`config.mk`:
```
export PLATFORM = sky130hd
export DESIGN_NAME = sbg_ctrl
export DESIGN_NICKNAME = d
export VERILOG_FILES = /design/src/hdl/sbg_pkg.sv /design/src/hdl/sbg_ctrl.sv
export SDC_FILE = /design/constraint.sdc
export NUM_CORES = 1
export LEC_CHECK = 0
export BUFFER_PORTS_ARGS = -buffer_cell sky130_fd_sc_hd__clkbuf_2
export CAP_MARGIN = 0
export CORE_AREA = 2 2 39 41
export DETAILED_ROUTE_END_ITERATION = 10
export DIE_AREA = 0 0 41 43
export PLACE_DENSITY_LB_ADDON = 0.12
export SKIP_LAST_GASP = 1
export SLEW_MARGIN = 20
export SYNTH_ARGS = -nofsm -noshare
export SYNTH_HDL_FRONTEND = slang
export SYNTH_SLANG_ARGS = --single-unit
```
`constraint.sdc`:
```
create_clock -name clk -period 1.5 [get_ports clk]
set_input_delay 0.15 -clock clk [delete_from_list [all_inputs] [get_ports clk]]
set_output_delay 0.15 -clock clk [all_outputs]
set_load 0.005 [all_outputs]
```
`src/hdl/sbg_pkg.sv`:
```
package sbg_pkg;

    // Register indexes on the configuration port.
    localparam logic [2:0] CFG_HP_GAIN   = 3'd0;
    localparam logic [2:0] CFG_HP_FB1    = 3'd1;
    localparam logic [2:0] CFG_HP_FB2    = 3'd2;
    localparam logic [2:0] CFG_LP_GAIN   = 3'd3;
    localparam logic [2:0] CFG_LP_FB1    = 3'd4;
    localparam logic [2:0] CFG_LP_FB2    = 3'd5;
    localparam logic [2:0] CFG_GATE_THR  = 3'd6;

    // Reset values of the coefficient and threshold registers.
    localparam logic        [30:0] HP_GAIN_RST = 31'd1044336330;
    localparam logic signed [31:0] HP_FB1_RST  = -32'sd2087868428;
    localparam logic signed [31:0] HP_FB2_RST  = 32'sd1015738291;
    localparam logic        [30:0] LP_GAIN_RST = 31'd40093520;
    localparam logic signed [31:0] LP_FB1_RST  = -32'sd1485939499;
    localparam logic signed [31:0] LP_FB2_RST  = 32'sd572572828;
    localparam logic        [14:0] GATE_THR_RST = 15'd20;

    // Saturation limits of the stored section output and of a sample.
    localparam logic [39:0] Y_MAX = 40'h7F_FFFF_FFFF;
    localparam logic [39:0] Y_MIN = 40'h80_0000_0000;
    localparam logic [15:0] S_MAX = 16'h7FFF;
    localparam logic [15:0] S_MIN = 16'h8000;

    // Sections are worked in the order left high-pass, left low-pass,
    // right high-pass, right low-pass; bit 1 is the channel, bit 0 the section.
    localparam logic [1:0] JOB_FIRST = 2'd0;
    localparam logic [1:0] JOB_LAST  = 2'd3;

    typedef enum logic [2:0] {
        ST_IDLE,
        ST_MUL,
        ST_PART,
        ST_SUM,
        ST_RES,
        ST_DELIVER
    } sbg_state_t;

    typedef struct packed {
        logic       load_in;
        logic       mul;
        logic       part;
        logic       acc;
        logic       res;
        logic       load_out;
        logic [1:0] job;
    } sbg_cmd_t;

endpackage

```
`src/hdl/sbg_ctrl.sv`:
```
module sbg_ctrl (
    input  logic            clk,
    input  logic            rst_n,
    input  logic            s_tvalid,
    output logic            s_tready,
    output logic            m_tvalid,
    input  logic            m_tready,
    output sbg_pkg::sbg_cmd_t cmd
);
    import sbg_pkg::*;

    sbg_state_t state_reg, state_next;
    logic [1:0] job_reg, job_next;
    logic       m_valid_reg, m_valid_next;
    logic       out_free;

    // The output register may be loaded when empty or being emptied.
    assign out_free = !m_valid_reg || m_tready;
    assign m_tvalid = m_valid_reg;

    // State, section counter and output valid registers.
    always_ff @(posedge clk or negedge rst_n)
    begin
        if (!rst_n)
        begin
            state_reg   <= ST_IDLE;
            job_reg     <= JOB_FIRST;
            m_valid_reg <= 1'b0;
        end
        else
        begin
            state_reg   <= state_next;
            job_reg     <= job_next;
            m_valid_reg <= m_valid_next;
        end
    end

    // Next state and datapath commands.
    always_comb
    begin
        state_next   = state_reg;
        job_next     = job_reg;
        cmd          = '0;
        cmd.job      = job_reg;
        s_tready     = 1'b0;
        m_valid_next = m_valid_reg && !m_tready;
        case (state_reg)
            ST_IDLE:
            begin
                s_tready    = 1'b1;
                job_next    = JOB_FIRST;
                cmd.load_in = s_tvalid;
                if (s_tvalid)
                begin
                    state_next = ST_MUL;
                end
            end
            ST_MUL:
            begin
                cmd.mul    = 1'b1;
                state_next = ST_PART;
            end
            ST_PART:
            begin
                cmd.part   = 1'b1;
                state_next = ST_SUM;
            end
            ST_SUM:
            begin
                cmd.acc    = 1'b1;
                state_next = ST_RES;
            end
            ST_RES:
            begin
                cmd.res = 1'b1;
                if (job_reg == JOB_LAST)
                begin
                    job_next   = JOB_FIRST;
                    state_next = ST_DELIVER;
                end
                else
                begin
                    job_next   = job_reg + 2'd1;
                    state_next = ST_MUL;
                end
            end
            ST_DELIVER:
            begin
                if (out_free)
                begin
                    cmd.load_out = 1'b1;
                    m_valid_next = 1'b1;
                    state_next   = ST_IDLE;
                end
            end
            default:
            begin
                state_next = ST_IDLE;
            end
        endcase
    end

    // A new word always starts at the left high-pass section.
    a_accept_starts: assert property (@(posedge clk) disable iff (!rst_n)
        (s_tvalid && s_tready) |=> (state_reg == ST_MUL && job_reg == JOB_FIRST))
        else $error("accepted word did not start the first section");

    // The counter is back at the first section whenever a word may enter.
    a_idle_job: assert property (@(posedge clk) disable iff (!rst_n)
        s_tready |-> (job_reg == JOB_FIRST))
        else $error("section counter not cleared in idle");

    // After the last section the result goes to the output stage.
    a_last_delivers: assert property (@(posedge clk) disable iff (!rst_n)
        (state_reg == ST_RES && job_reg == JOB_LAST) |=> (state_reg == ST_DELIVER))
        else $error("last section did not lead to delivery");

    // Loading the output register raises valid and frees the input side.
    a_deliver_done: assert property (@(posedge clk) disable iff (!rst_n)
        cmd.load_out |=> (m_valid_reg && s_tready))
        else $error("delivery did not present the result and return to idle");

endmodule

```
; ---- Yosys cells after proc, flatten, opt, wreduce, memory -nomap -nowiden
; Cells that the tools add are included.
; Widths: inputs -> output; s select.
[totals]
regBits = 6
out_inout_bits = 10
word_cells = 35
[classes]
n_eq_ne = 8
add_sub_neg = 1
n_mux = 16
reduce_logical = 7
[ops]
columns = op, n
row1 = $pmux 3 s6, 1
row2 = $mux 1, 10
row3 = $mux 3, 3
row4 = $eq 3x2->1 const B, 2
row5 = $eq 3x3->1 const B, 2
row6 = $ne 2x2->1 const B, 2
row7 = $pmux 2 s2, 1
row8 = $eq 3x1->1 const B, 1
row9 = $logic_not 3->1, 1
row10 = $add 2x1->2 const B, 1
row11 = $eq 2x2->1 const B, 1
row12 = $logic_not 1->1, 2
row13 = $mux 2, 1
row14 = $reduce_and 2->1, 1
row15 = $reduce_bool 2->1, 1
row16 = $logic_and 1x1->1, 1
row17 = $logic_or 1x1->1, 1

; ---- Logic depth before layout (Yosys ltp)
[depth]
depth_word = 4
ltp_mapped = 3
mapped_depth_nobuf = 3

; ---- Least setup slack after synthesis
; No wires, ideal clock.
[synth_timing]
path_kind = register to register
from = reg job_reg[0]
to = reg job_reg[0]
path_slack_ns = 0.265
stages_incl_launch_ff = 4
setup_time_ns = 0.076
required_time_ns = 1.424
synth_period_minus_slack_ns = 1.235
arrival_time_ns = 1.158
path_buffers = 0
path_cell_list = dfrtp_1 > ha_1 > or4b_1 > o21ai_1
[synth_between]
elab_chain_len = 3
[synth_lines]
columns = item, line_no
row1 = "start, declared", sbg_ctrl.sv:13  ; logic [1:0] job_reg, job_next;
row2 = "start signal, assigned", sbg_ctrl.sv:33  ; job_reg <= job_next;
row3 = $add 2x1->2 or $eq 2x2->1 (tied branches), "sbg_ctrl.sv:83, sbg_ctrl.sv:76"
row4 = $mux 2 (*), sbg_ctrl.sv:76  ; if (job_reg == JOB_LAST)
row5 = $pmux 2 s2 (*), sbg_ctrl.sv:47  ; case (state_reg)
; Every way passes the cells marked *; elsewhere a longest branch is shown, timed or not.
; A chain may end at the register's enable or synchronous reset.

==> impl_metrics.yaml <==
sta:
  fin_tns_setup_ns: 0
  slew_headroom_pct: 74.59
  post-route-period-util_pct: 92.02
  report.final.hold_viol_count: 0
  period_minus_slack_ns: 1.380
  slew_violations: 0
  finalSetupViolCount: 0
  worstMarginPinSlew_ns: 0.3811
  finalClockSkew_ns: 0.005040
  rsz0062_at_grt: "no"
  fmax_mhz: 724.5
route:
  drc_errors: 0
  ant_nets: 0
  vias_per_cell: 4.803
  drt_iter0_drc: 5
  firstDrtPassIters: 3
  dr_total_vias: 317
  wl_um: 748
  wire_per_inst_um: 11.33
grt:
  grt_start_max_net_pins: 15
  grt_usage_pct: 10.58
  antenna_found_initial: 0
  first_global_vias: 297
  grt-ovfl-total: 0
  grt_pass1_wl_um: 1207
power:
  ir_drop_uv: 610.5
  power.switching_mw: 0.3185
  switching_share_pct: 39.48
  p_int_mw: 0.4883
  p_per_area_mw_per_mm2: 1821
  power_frac_seq_pct: 46.4
  leakage_nw: 0.2153
  combPwrFrac_pct: 35.6
  clkPwrFrac_pct: 18.0
logic_synthesis:
  ys_seq_area_share_pct: 44.44
  syn_area_um2: 337.8
  synth.distinct_cells: 19
  synth_nets: 41
  syn_avg_cell_area_um2: 9.384
  ys_seq_elements: 6
  ys_warn_count: 0
  syn_inst: 36
placement:
  dp_hpwl_um: 559.7
  io_buffers: 13
  place.gp.congestion: 0.6810
setup_path:
  required_ns: 1.35
  slowest_stage: "dfrtp_1"
  crit_path_end_kind: "output port"
  cpPeakStageDelay_ns: 0.51
  cp-start-kind: "register"
  path_cells: "nor3_1 -> and2_1 -> clkbuf_2"
  path_max_fanout: 13
  arrival_ns: 1.23
  critical_path_class: "reg2out"
floorplan:
  row_count: 14
  die_area_mm2: 0.001763
  io_pins: 14
  design.core.area_mm2: 0.001384
  die_h_um: 43
  die_w_um: 41
  initial_core_util_pct: 24.41
finish:
  final_net_count: 57
  final_cell_mix: "13 x clkbuf_2, 4 x dfrtp_1"
  layout_commonest_cell: "clkbuf_2"
  n_fill_cell: 152
  layout-drive-gt1-share_pct: 36.00
  fin_util_pct: 32.01
  largest_reg_flops: 3
  n_antenna_cell: 0
  area_growth_pct: 31.11
clocking:
  cts_root_buf: "clkbuf_4"
  clockBufferDepth: 2
  path_clk_slew_ns: 0.05
  clk-insertion-delay-late_ns: 0.24
  htree_levels: 1
  cts_post_setup_buffers_inserted: 0
  clock-sinks: 6
  cts_buffers: 3
  cts_tree: "built"
flow_run:
  drv_cap: 0
outcome:
  status: "finished clean"
hold_path:
  hp-class: "in2reg"
-- area by class of cell --
type / count / area, um2 / share of cell area (%)
Sequential cell: 6 / 152.6 / 34.46
Timing Repair Buffer: 14 / 75.07 / 16.95
Multi-Input combinational cell: 24 / 161.4 / 36.44
Tap cell: 16 / 20.02 / 4.520
Clock buffer: 3 / 22.52 / 5.085
Inverter: 3 / 11.26 / 2.542
-- Yosys cell counts --
library cell	n	share of area [%]
o21ai_0	3	4.4
nor3b_1	2	4.4
dfrtp_1	6	44
nand4bb_1	1	3.3
o31ai_1	1	2.2
nand2_1	1	1.1
o211ai_1	1	2.2
nand2b_1	2	3.7
and2_1	1	1.9
or4b_1	1	3.0
nand3b_1	3	6.7
a221oi_1	1	2.6
o21ai_1	1	1.5
buf_2	3	4.4
nor2_1	1	1.1
a21oi_1	2	3.0
ha_1	1	3.7
inv_1	3	3.3
nor3_1	2	3.0
-- layer usage --
| layer | global-route usage (%) | wire (um) |
|---|---|---|
| met1 | 13.36 | 326 |
| met2 | 14.37 | 371 |
| met3 | 3.141 | 50 |
| met5 | 0 | 0 |
| met4 | 8.000 | 0 |
-- per-stage QoR --
| step | instances | setup WS (ns) | hold slack (ns) | power [mW] | instance area, um2 |
|---|---|---|---|---|---|
| 3_3_place_gp | 62 | 0.2589 | -0.01423 | 0.6409 | 407.9 |
| 5_1_grt | 66 | 0.02541 | 0.1633 | 0.8829 | 442.9 |
| 3_5_place_dp | 62 | 0.1861 | -0.01292 | 0.6634 | 407.9 |
| 6_report | 66 | 0.1198 | 0.1280 | 0.8067 | 442.9 |
| 4_1_cts | 66 | 0.05922 | 0.1225 | 0.8170 | 440.4 |
| 2_1_floorplan | 36 | 0.2653 | -0.1456 | 0.5331 | 337.8 |
-- repair_timing --
| item | in CTS | in global routing |
|---|---|---|
| endpoints found under the setup margin | 0 | 1 |
| hold buffers | 1 | 0 |
| hold endpoints to repair | 6 | 0 |
| resized for setup | 0 | 2 |
-- worst paths after layout --
path	from	end	slack, ns	depth (start not counted)
min in group asynchronous	rst_n	state_reg[2]	0.28	2
min	m_tready	m_tvalid	0.13	2
min reg2reg	job_reg[0]	job_reg[0]	0.51	1
max	state_reg[2]	cmd[7]	0.12	3
max in group asynchronous	rst_n	state_reg[0]	1.06	2
max reg2reg	job_reg[0]	job_reg[0]	0.18	3
-- logic make-up (layout without fill, tap and decap cells) --
family	after synthesis	count (layout)	share of synthesized area, %
flops	6	6	44.44
buf+inv	6	20	7.776
simple gates	14	14	28.14
compound gates	9	9	15.93
fa+ha+maj	1	1	3.703
-- critical path, delay by kind of cell (launching register included) --
kind                   cells  cell delay, ns
buffers and inverters      1            0.10
AND/OR/NAND/NOR            2            0.37
flip-flops                 1            0.51
-- power groups by stage --
stage / sequential (mW) / clock, mW / combinational, mW
after detailed placement: 0.372 / 0 / 0.292
after global routing: 0.397 / 0.163 / 0.322
after global placement: 0.355 / 0 / 0.286
after CTS: 0.367 / 0.155 / 0.296
final: 0.374 / 0.145 / 0.287
after floorplan: 0.272 / 0 / 0.261
No activity file was read; power rests on OpenSTA's default activity.
